### config.mk
export PLATFORM = sky130hd
export DESIGN_NAME = zero_drift_rtc_calendar_top
export DESIGN_NICKNAME = d
export VERILOG_FILES = /design/src/zdrtc_pkg.sv /design/src/zero_drift_rtc_calendar_top.sv
export SDC_FILE = /design/constraint.sdc
export NUM_CORES = 1
export LEC_CHECK = 0
export BUFFER_PORTS_ARGS = -buffer_cell sky130_fd_sc_hd__buf_2
export CAP_MARGIN = 5
export CORE_MARGIN = 5
export CORE_UTILIZATION = 29
export CTS_CLUSTER_SIZE = 8
export DETAILED_ROUTE_END_ITERATION = 16
export MAX_ROUTING_LAYER = met4
export PLACE_DENSITY = 0.51
export RECOVER_POWER = 50
export SETUP_SLACK_MARGIN = 0.15
export SKIP_LAST_GASP = 1
export SLEW_MARGIN = 0
export SYNTH_ARGS = -nofsm -noshare
export SYNTH_HDL_FRONTEND = slang
export SYNTH_SLANG_ARGS = --single-unit
### constraint.sdc
create_clock -name clk -period 8.9 [get_ports clk]
set_input_delay 0.445 -clock clk [delete_from_list [all_inputs] [get_ports clk]]
set_output_delay 0.445 -clock clk [all_outputs]
set_load 0.01 [all_outputs]
### src/zdrtc_pkg.sv
// types, constants and helper functions of the zero drift rtc calendar
// no dependencies; used by the top level and the checker
package zdrtc_pkg;

	localparam int TICK_CLOCKS_DEF = 65536;
	localparam int YEAR_BITS_DEF   = 12;
	localparam int YEAR_FIELD_BITS = 12;
	localparam logic [31:0] CPS_RESET = 32'd10250000;
	localparam int YEAR_RESET      = 2000;
	localparam logic [5:0] SEC_PER_MIN = 6'd60;
	localparam logic [5:0] MIN_PER_HOUR = 6'd60;
	localparam logic [4:0] HOUR_PER_DAY = 5'd24;
	localparam logic [3:0] MONTH_LIMIT = 4'd13;

	typedef enum logic [1:0] {
		CMD_TICK     = 2'd0,
		CMD_INTERVAL = 2'd1,
		CMD_NEXT_MIN = 2'd2,
		CMD_SET_TIME = 2'd3
	} cmd_t;

	typedef struct packed {
		cmd_t        command;
		logic [31:0] interval_seconds;
		logic [7:0]  minute_offset;
		logic [5:0]  set_second;
		logic [5:0]  set_minute;
		logic [4:0]  set_hour;
		logic [4:0]  set_day;
		logic [3:0]  set_month;
		logic [11:0] set_year;
	} item_t;

	typedef struct packed {
		logic        event_fired;
		logic [5:0]  next_minute;
		logic [5:0]  cur_second;
		logic [5:0]  cur_minute;
		logic [4:0]  cur_hour;
		logic [4:0]  cur_day;
		logic [3:0]  cur_month;
		logic [11:0] cur_year;
		logic [31:0] elapsed_count;
	} result_t;

	// days in a month; month 0 and 13..15 count as long months
	function automatic logic [5:0] month_length(input logic [3:0] month, input logic leap);
		logic [5:0] len;
		unique case (month)
			4'd2:                         len = leap ? 6'd29 : 6'd28;
			4'd4, 4'd6, 4'd9, 4'd11:      len = 6'd30;
			default:                      len = 6'd31;
		endcase
		return len;
	endfunction

	// remainder by 60 for values below 320, three compare and subtract steps
	function automatic logic [5:0] mod60(input logic [8:0] x);
		logic [8:0] r;
		r = x;
		if (r >= 9'd240) r = r - 9'd240;
		if (r >= 9'd120) r = r - 9'd120;
		if (r >= 9'd60)  r = r - 9'd60;
		return r[5:0];
	endfunction

endpackage

### src/zero_drift_rtc_calendar_top.sv
// zero drift real time clock with calendar, top level
// depends on zdrtc_pkg
// A command beat is taken into an input register, executed against the clock
// and calendar state once the result register is free, and its result beat
// lands in an output register; while a held result register blocks it, the
// command waits in the input register. One item is accepted every cycle for
// as long as results are taken. The rate is set by the single update stage
// between the input register and the result register, which reads and writes
// the time state in the same cycle. A tick
// models one timer overflow of TICK_CLOCKS clocks; each tick that drains the
// clock accumulator below TICK_CLOCKS reloads it with clocks_per_second and
// counts one second, so fractional seconds carry over and the time does not
// drift. clocks_per_second is written on the cfg port (cfg_ready is always
// high) and must only change while no command is in flight. item_stall rises
// only when the input register is full and the result register is held.
module zero_drift_rtc_calendar_top #(
	parameter int TICK_CLOCKS = zdrtc_pkg::TICK_CLOCKS_DEF,
	parameter int YEAR_BITS   = zdrtc_pkg::YEAR_BITS_DEF
) (
	input  logic               clk,
	input  logic               arst_n,
	// command channel
	input  logic               item_valid,
	output logic               item_stall,
	input  zdrtc_pkg::item_t   item,
	// result channel
	output logic               result_valid,
	input  logic               result_stall,
	output zdrtc_pkg::result_t result,
	// clocks_per_second write channel
	input  logic               cfg_valid,
	output logic               cfg_ready,
	input  logic [31:0]        cfg_data
);

	localparam logic [32:0] TICK_W  = 33'(TICK_CLOCKS);
	localparam logic [32:0] TICK2_W = 33'(2 * TICK_CLOCKS);
	// wide enough for both the stored year and the year fields
	localparam int YEAR_EXT = (YEAR_BITS > zdrtc_pkg::YEAR_FIELD_BITS) ?
		YEAR_BITS : zdrtc_pkg::YEAR_FIELD_BITS;

	// pipeline registers
	logic               valid_s1;
	zdrtc_pkg::item_t   item_s1;
	logic               valid_s2;
	zdrtc_pkg::result_t result_s2;

	// clock and calendar state
	logic [32:0]          cps_adj_q;   // clocks_per_second minus one tick span
	logic [32:0]          acc_q;
	logic [5:0]           sec_q;
	logic [5:0]           min_q;
	logic [4:0]           hour_q;
	logic [4:0]           day_q;
	logic [3:0]           month_q;
	logic [YEAR_BITS-1:0] year_q;
	logic [31:0]          elapsed_q;

	// next state
	logic [32:0]          n_acc;
	logic [5:0]           n_sec;
	logic [5:0]           n_min;
	logic [4:0]           n_hour;
	logic [4:0]           n_day;
	logic [3:0]           n_month;
	logic [YEAR_BITS-1:0] n_year;
	logic [31:0]          n_elapsed;
	logic                 fired;
	logic [5:0]           next_min;

	logic s2_free;
	logic advance;
	logic load_s1;

	// handshake: input register refills while its item moves on
	assign s2_free    = !valid_s2 || !result_stall;
	assign advance    = valid_s1 && s2_free;
	assign item_stall = valid_s1 && !s2_free;
	assign load_s1    = item_valid && !item_stall;
	assign cfg_ready  = 1'b1;

	assign result_valid = valid_s2;
	assign result       = result_s2;

	// command execution against the current state
	always_comb begin
		logic                 sec_due;
		logic [5:0]           sec1;
		logic [5:0]           min1;
		logic [4:0]           hour1;
		logic [5:0]           day1;
		logic [3:0]           month1;
		logic [YEAR_EXT-1:0]  set_year_ext;

		n_acc     = acc_q;
		n_sec     = sec_q;
		n_min     = min_q;
		n_hour    = hour_q;
		n_day     = day_q;
		n_month   = month_q;
		n_year    = year_q;
		n_elapsed = elapsed_q;
		fired     = 1'b0;
		next_min  = 6'd0;
		set_year_ext = YEAR_EXT'(item_s1.set_year);

		// after subtracting a tick the remainder is below one span exactly when
		// the accumulator sits in [span, 2*span)
		sec_due = (acc_q >= TICK_W) && (acc_q < TICK2_W);
		sec1    = sec_due ? (sec_q + 6'd1) : sec_q;
		min1    = min_q + 6'd1;
		hour1   = hour_q + 5'd1;
		day1    = {1'b0, day_q} + 6'd1;
		month1  = month_q;

		unique case (item_s1.command)
			zdrtc_pkg::CMD_TICK: begin
				n_acc = sec_due ? (acc_q + cps_adj_q) : (acc_q - TICK_W);
				if (sec_due) begin
					n_elapsed = elapsed_q + 32'd1;
				end
				// rollover runs on every tick, also for out of range values
				if (sec1 >= zdrtc_pkg::SEC_PER_MIN) begin
					n_sec = 6'd0;
					if (min1 >= zdrtc_pkg::MIN_PER_HOUR) begin
						n_min = 6'd0;
						if (hour1 >= zdrtc_pkg::HOUR_PER_DAY) begin
							n_hour = 5'd0;
							if (day1 > zdrtc_pkg::month_length(month_q,
									year_q[1:0] == 2'd0)) begin
								day1   = 6'd1;
								month1 = month_q + 4'd1;
							end
							n_day = day1[4:0];
							if (month1 >= zdrtc_pkg::MONTH_LIMIT) begin
								n_month = 4'd1;
								n_year  = year_q + YEAR_BITS'(1);
							end else begin
								n_month = month1;
							end
						end else begin
							n_hour = hour1;
						end
					end else begin
						n_min = min1;
					end
				end else begin
					n_sec = sec1;
				end
			end
			zdrtc_pkg::CMD_INTERVAL: begin
				if (item_s1.interval_seconds < elapsed_q) begin
					n_elapsed = 32'd0;
					fired     = 1'b1;
				end
			end
			zdrtc_pkg::CMD_NEXT_MIN: begin
				next_min = zdrtc_pkg::mod60({3'd0, min_q} + {1'b0, item_s1.minute_offset});
			end
			zdrtc_pkg::CMD_SET_TIME: begin
				n_sec   = item_s1.set_second;
				n_min   = item_s1.set_minute;
				n_hour  = item_s1.set_hour;
				n_day   = item_s1.set_day;
				n_month = item_s1.set_month;
				n_year  = set_year_ext[YEAR_BITS-1:0];
			end
		endcase
	end

	// control and state registers
	always_ff @(posedge clk or negedge arst_n) begin
		if (!arst_n) begin
			valid_s1  <= 1'b0;
			valid_s2  <= 1'b0;
			cps_adj_q <= 33'(zdrtc_pkg::CPS_RESET) - TICK_W;
			acc_q     <= 33'(zdrtc_pkg::CPS_RESET);
			sec_q     <= 6'd0;
			min_q     <= 6'd0;
			hour_q    <= 5'd0;
			day_q     <= 5'd1;
			month_q   <= 4'd1;
			year_q    <= YEAR_BITS'(zdrtc_pkg::YEAR_RESET);
			elapsed_q <= 32'd0;
		end else begin
			if (load_s1) begin
				valid_s1 <= 1'b1;
			end else if (advance) begin
				valid_s1 <= 1'b0;
			end
			if (advance) begin
				valid_s2 <= 1'b1;
			end else if (s2_free) begin
				valid_s2 <= 1'b0;
			end
			// reload value is pre-reduced by one tick span at write time
			if (cfg_valid && cfg_ready) begin
				cps_adj_q <= {1'b0, cfg_data} - TICK_W;
			end
			if (advance) begin
				acc_q     <= n_acc;
				sec_q     <= n_sec;
				min_q     <= n_min;
				hour_q    <= n_hour;
				day_q     <= n_day;
				month_q   <= n_month;
				year_q    <= n_year;
				elapsed_q <= n_elapsed;
			end
		end
	end

	// payload registers
	always_ff @(posedge clk) begin
		logic [YEAR_EXT-1:0] year_ext;
		year_ext = YEAR_EXT'(n_year);
		if (load_s1) begin
			item_s1 <= item;
		end
		if (advance) begin
			result_s2.event_fired   <= fired;
			result_s2.next_minute   <= next_min;
			result_s2.cur_second    <= n_sec;
			result_s2.cur_minute    <= n_min;
			result_s2.cur_hour      <= n_hour;
			result_s2.cur_day       <= n_day;
			result_s2.cur_month     <= n_month;
			result_s2.cur_year      <= year_ext[zdrtc_pkg::YEAR_FIELD_BITS-1:0];
			result_s2.elapsed_count <= n_elapsed;
		end
	end

endmodule

### Word-level counts from Yosys, hierarchy flattened

Index checks and enable logic that the tools add are counted.

| storage, ports and cells | value |
|---|---|
| bits in writable memories | 0 |
| word-level logic and storage cells | 127 |
| ROM bits | 0 |
| output and inout port bits | 80 |
| input port bits | 117 |
| flip-flop bits (word level) | 295 |
| memories kept | 0 |
| bits in latches | 0 |

| cells by class | value |
|---|---|
| $mul | 0 |
| mux-type cells | 50 |
| reduce and logical (&&, ||, !) cells | 15 |
| magnitude comparators | 11 |
| equality and inequality tests | 8 |
| shifts and indexed selects | 0 |
| bitwise operators | 0 |
| add/sub/neg operators | 14 |
| div/mod/pow operators | 0 |

Operators with widths:

| kind | count |
|---|---|
| 2-to-1 mux 32 bit | 2 |
| case mux 32 bit (2 select lines) | 1 |
| 2-to-1 mux 6 bit | 9 |
| 2-to-1 mux 12 bit | 4 |
| 2-to-1 mux 4 bit | 9 |
| 2-to-1 mux 9 bit | 4 |
| 2-to-1 mux 5 bit | 7 |
| adder 33 bit | 1 |
| >= comparator 33 x 17 -> 1 bit, second input constant | 1 |
| less-than comparator 33 x 18 -> 1 bit, second input constant | 1 |
| 2-to-1 mux 33 bit | 1 |
| subtractor 32 x 17 -> 33 bit, second input constant | 1 |
| subtractor 33 x 17 -> 33 bit, second input constant | 1 |
| adder 32 x 1 -> 32 bit, second input constant | 1 |
| less-than comparator 32 bit | 1 |
| case mux 12 bit (2 select lines) | 1 |
| case mux 6 bit (2 select lines) | 2 |
| case mux 5 bit (2 select lines) | 2 |
| adder 12 x 1 -> 12 bit, second input constant | 1 |
| adder 6 x 1 -> 6 bit, second input constant | 2 |
| >= comparator 6 bit, second input constant | 2 |
| adder 6 x 8 -> 9 bit | 1 |
| >= comparator 9 x 6 -> 1 bit, second input constant | 1 |
| >= comparator 9 x 7 -> 1 bit, second input constant | 1 |
| 25 further kinds | 41 |

### Logic depth before layout (Yosys ltp)

| depth | value |
|---|---|
| depth in word-level cells | 19 |
| mapped depth | 20 |
| gate-level depth less buffers | 18 |

### Least setup slack after synthesis

Ideal clock, no wire load.

| timing | value |
|---|---|
| path kind | reg2reg |
| start point | reg min_q[0] |
| end point | reg result_s2, in the netlist result[72], data pin |
| path buffers | 2 |
| path slack | 4.882 ns |
| required time | 8.631 ns |
| arrival time | 3.749 ns |
| setup time | 0.269 ns |
| period minus slack after synthesis | 4.018 ns |
| cell stages (with the launch flop) | 21 |
| cells stage by stage | dfrtp_1 ha_1 inv_1 fa_1 nand2b_1 a21oi_1 o21ai_1 and2_1 clkbuf_1 a311oi_1 a21o_1 ha_1 buf_1 inv_1 nor3_1 o21ai_0 o21ai_0 ha_1 nand4b_1 o21ai_0 mux2i_1 |

| on the way | value |
|---|---|
| word-level cells in the longest chain between the ends | 9 |
| elaborated cells between the ends (all ways) | 12 |
| classes of those cells | add/sub: 4; order compare: 3; mux: 5 |

RTL lines:

| element | RTL line | RTL |
|---|---|---|
| start, declared | zero_drift_rtc_calendar_top.sv:52 | `logic [5:0] min_q;` |
| start signal, assigned | zero_drift_rtc_calendar_top.sv:203 | `min_q <= n_min;` |
| adder 6 x 8 -> 9 bit * | zero_drift_rtc_calendar_top.sv:158 | `next_min = zdrtc_pkg::mod60({3'd0, min_q} + {1'b0, item_s1.minute_offset});` |
| subtractor 9 x 8 -> 9 bit or >= comparator 9 x 8 -> 1 bit (tied branches) | zdrtc_pkg.sv:61 | `if (r >= 9'd240) r = r - 9'd240;` |
| 2-to-1 mux 9 bit * | zdrtc_pkg.sv:61 |  |
| 2-to-1 mux 9 bit * | zero_drift_rtc_calendar_top.sv:116 | `unique case (item_s1.command)` |
| subtractor 9 x 7 -> 9 bit or >= comparator 9 x 7 -> 1 bit (tied branches) | zdrtc_pkg.sv:62 | `if (r >= 9'd120) r = r - 9'd120;` |
| 2-to-1 mux 9 bit * | zdrtc_pkg.sv:62 |  |
| 2-to-1 mux 9 bit * | zero_drift_rtc_calendar_top.sv:116 |  |
| >= comparator 9 x 6 -> 1 bit or subtractor 6 bit (tied branches) | zdrtc_pkg.sv:63 | `if (r >= 9'd60) r = r - 9'd60;` |
| 2-to-1 mux 6 bit * | zdrtc_pkg.sv:63 |  |
| end, declared | zero_drift_rtc_calendar_top.sv:46 | `zdrtc_pkg::result_t result_s2;` |

Mark *: on every way between the ends. The rest lies on a longest branch, timed or not. The select of a mux whose other input is x is not followed.
A chain may end at the register's enable or synchronous reset.

### Worst setup path in the final report

| timing | value |
|---|---|
| start point | reg valid_s2 (netlist: result_valid) |
| end point | reg year_q[5] |

| on the way | value |
|---|---|
| word-level cells in the longest chain between the ends | 3 |

RTL lines:

| element | RTL line | RTL |
|---|---|---|
| start, declared | zero_drift_rtc_calendar_top.sv:45 | `logic valid_s2;` |
| start signal, assigned | zero_drift_rtc_calendar_top.sv:175 | `valid_s2 <= 1'b0;` |
| start signal, assigned | zero_drift_rtc_calendar_top.sv:192 | `valid_s2 <= 1'b1;` |
| start signal, assigned | zero_drift_rtc_calendar_top.sv:194 | `valid_s2 <= 1'b0;` |
| logical NOT 1 bit | zero_drift_rtc_calendar_top.sv:76 | `assign s2_free = !valid_s2 \|\| !result_stall;` |
| logical OR 1 bit | zero_drift_rtc_calendar_top.sv:76 |  |
| logical AND 1 bit | zero_drift_rtc_calendar_top.sv:77 | `assign advance = valid_s1 && s2_free;` |
| end signal, assigned | zero_drift_rtc_calendar_top.sv:183 | `year_q <= YEAR_BITS'(zdrtc_pkg::YEAR_RESET);` |
| end signal, assigned | zero_drift_rtc_calendar_top.sv:207 | `year_q <= n_year;` |
| end, declared | zero_drift_rtc_calendar_top.sv:56 | `logic [YEAR_BITS-1:0] year_q;` |

Every way passes these cells.

==> results by group <==
Status
  – Status: complete, but fails checks
  – Failing checks: max-capacitance violations, max-slew violations

Critical path
  – Cells on worst reg2reg path: 9
  – Critical path type: flop to flop
  – Critical path arrival: 6.17 ns
  – Reg2Reg Launch Point: result_valid
  – CP max FO: 60
  – CP startpoint kind: flop
  – Worst reg2reg endpoint: year_q[5]
  – Setup slack, reg-to-reg: 3.19 ns
  – CP Capture Type: flop
  – Crit path required time: around 9.4 ns

Layout
  – Final nets: around 2100
  – Fill cells: 5955
  – Layout cells sized above 1: 11.91%
  – Area growth syn-to-layout: 17.36%
  – Finished Core Util: 34.28%
  – Ant. Diodes: 0
  – Final Non-Filler Cells: about 2700
  – Final Cell Area: 19700 sq um

Clock network
  – Max Buffers Root-to-Sink: 3
  – TritonCTS buffer count: 43
  – Resized cells post-CTS: 0
  – Total clock sinks: 295
  – Worst-skew pair later-pin latency: 0.57 ns
  – Clock transition at path regs: 0.05 ns
  – Post-CTS setup buffers: 0
  – CTS tree: yes
  – Root Buffer: clkbuf_16
  – Htree depth: 2
  – Hold_buf cts: 3

STA
  – F_max: 175.1 MHz
  – Final hold viol count: 0
  – Slew HR: -201.0%
  – Final setup margin: 3.189 ns
  – Setup TNS after final layout: 0 ns
  – Final Setup Violations: 0
  – WHS: 0.04939 ns
  – Final Skew: around 0.017 ns
  – Period minus WS final: roughly 5.7 ns
  – Final-report max-slew violation count: 274
  – RSZ-0062 raised after global routing: false
  – Fin crit share: 64.17%
  – Worst-Margin Slew: 4.515 ns

Worst hold path
  – Min-delay src: item[10]
  – Hold endpoint: item_s1[10]
  – Path type of the worst min-delay path: input pin to flop
  – Hold path depth: 1

Global route
  – Initial antenna violation count: 0
  – GRT Total Usage: 15.57%
  – Overflow after GRT: 0
  – Global-route wire length before repair: about 77 mm
  – Number of global-route vias before repair: 13566
  – Pin count of the biggest net entering global routing: 77

Die
  – Die area: 62800 sq um
  – Chip Height: 250.6 microns
  – Num ports: a little under 200
  – Initial Util: 29.21%
  – Core area: 57480 sq um
  – Row Count: 88
  – Die Width: 250.6 microns

Routing
  – WL final: 49.05 mm
  – Vias: approximately 14000
  – Drt drc: 0
  – Post-route ant nets: 0
  – Detailed Routing Iterations Pass 1: 5
  – Vias per inst: slightly above 5
  – Average routed wire per standard cell: ~18 microns
  – Initial drt markers: just under 900

Power and ir drop
  – Lkg Pwr: roughly 7.6 nW
  – Worst vdd ir: approximately 150 uV
  – Pwr dens: 240.4 nW/um^2
  – Total chip power: 4.737 mW

Logic synthesis
  – Synth Flop Type: edfxtp_1
  – Top cell type's share of synthesized area: 28.08%
  – Most common library cells after synthesis: nand2_1, edfxtp_1, o21ai_0
  – Seq/Total Area, Yosys: between 40 and 50%
  – Synth warn: 0
  – Leading area contributor after synthesis: edfxtp_1
  – Synth cell types: 75
  – Most numerous cell in the Yosys netlist: nand2_1
  – Synth Register Bits: slightly below 300
  – Synthesized area: 16790 sq um
  – EDFF count, synth: between 150 and 200
  – Synthesized area per cell: about 9.9 sq um
  – Post-Synthesis Cells: 1701
  – Synth async-reset ratio: 46.78%
  – Ranking of synthesized cells by area: edfxtp_1, dfrtp_1, ha_1
  – Syn nets: around 1900

Placement
  – Detailed placement HPWL: 34.43 mm
  – Pre-CTS WS: 4.311 ns
  – Placed Area: 18550 sq um
  – Routability Congestion: 0.8401
  – PortBufs: 195
  – Placed insts: 2598

Flow run
  – # Max-Cap Violations: 5
==> routing by layer <==
metal / track usage, % / part of all wire [%] / vias to the layer above
li1: - / - / 6724
met1: 21.43 / 47 / 6578
met2: 23.56 / 45 / 354
met3: 3.073 / 5.9 / 65
met4: 4.241 / 2.2 / 0
met5: - / 0 / -
==> cell families after synthesis <==
logic type / after synthesis / share of synthesized area, %
AOI/OAI and AO/OA: 537 / 20.35
xor gates and xnor gates: 55 / 2.869
adders and majority gates: 95 / 7.170
buffers and inverters: 169 / 3.853
DFF: 295 / 48.87
muxes: 37 / 2.370
other: 1 / 0.02234
and+or+nand+nor: 512 / 14.50
==> flip-flops by register name, summed over array words and instances, names as in the netlist <==
register and cells:
item_s1 80, result 77, acc_q 33, cps_adj_q 33, elapsed_q 32, year_q 12, min_q 6, sec_q 6
day_q 5, hour_q 5, month_q 4, result_valid 1, valid_s1 1
==> power by group <==
part	internal [mW]	switching, mW	total (mW)
sequential	1.67	0.210	1.88
combinational	0.530	0.772	1.30
clock	0.917	0.635	1.55
total	3.12	1.62	4.74
==> critical path, stage by stage, from the launching register on <==
cell and delay (ns):
dfrtp_1 0.36, nand2_1 0.09, nand2_2 0.07, clkbuf_1 2.00, inv_4 0.96, buf_4 0.61
nand2_1 0.50, buf_4 0.49, o21ai_0 0.15, a221o_1 0.30
==> placed cells by master, fill, tap and decap left out, types with 10 or more instances in the layout <==
master / count
nand2_1: 161
edfxtp_1: 157
o21ai_0: 150
a21oi_1: 132
clkbuf_1: 132
nor2_1: 119
dfrtp_1: 109
buf_2: 95
ha_1: 92
inv_1: 89
nor3_1: 53
nand3_1: 49
a21o_1: 46
clkbuf_16: 43
xnor2_1: 36
o31ai_1: 30
dfstp_2: 29
or3_1: 27
a31oi_1: 22
mux2_2: 22
xor2_1: 19
nand4_1: 16
and3_1: 15
mux2i_1: 15
a221o_1: 14
o221ai_1: 14
a22oi_1: 14
o22ai_1: 13
buf_4: 13
nand2b_1: 12
o21a_1: 12
a32oi_1: 11
nor4_1: 10
==> worst max-delay path by stage <==
stage                             from       endpoint  slack (ns)
final                     result_valid      year_q[5]        3.19
after global routing            arst_n  elapsed_q[21]        2.22
after CTS                    acc_q[16]     result[40]        4.30
after detailed placement     acc_q[16]     result[40]        4.31
after global placement       acc_q[17]     result[40]        4.44
after floorplan               min_q[0]     result[72]        4.88
==> final cells by class <==
| type | count | area, sq um | area share [%] |
|---|---|---|---|
| Clock buffer | 75 | 1206 | 6.121 |
| Timing Repair Buffer | 213 | 987.2 | 5.010 |
| Multi-Input combinational cell | 1237 | 7945 | 40.32 |
| Clock inverter | 4 | 60.06 | 0.3048 |
| Sequential cell | 295 | 8204 | 41.64 |
| Tap cell | 765 | 957.2 | 4.858 |
| Inverter | 91 | 344.1 | 1.746 |
Note: power is estimated with default switching activity, not from simulation.
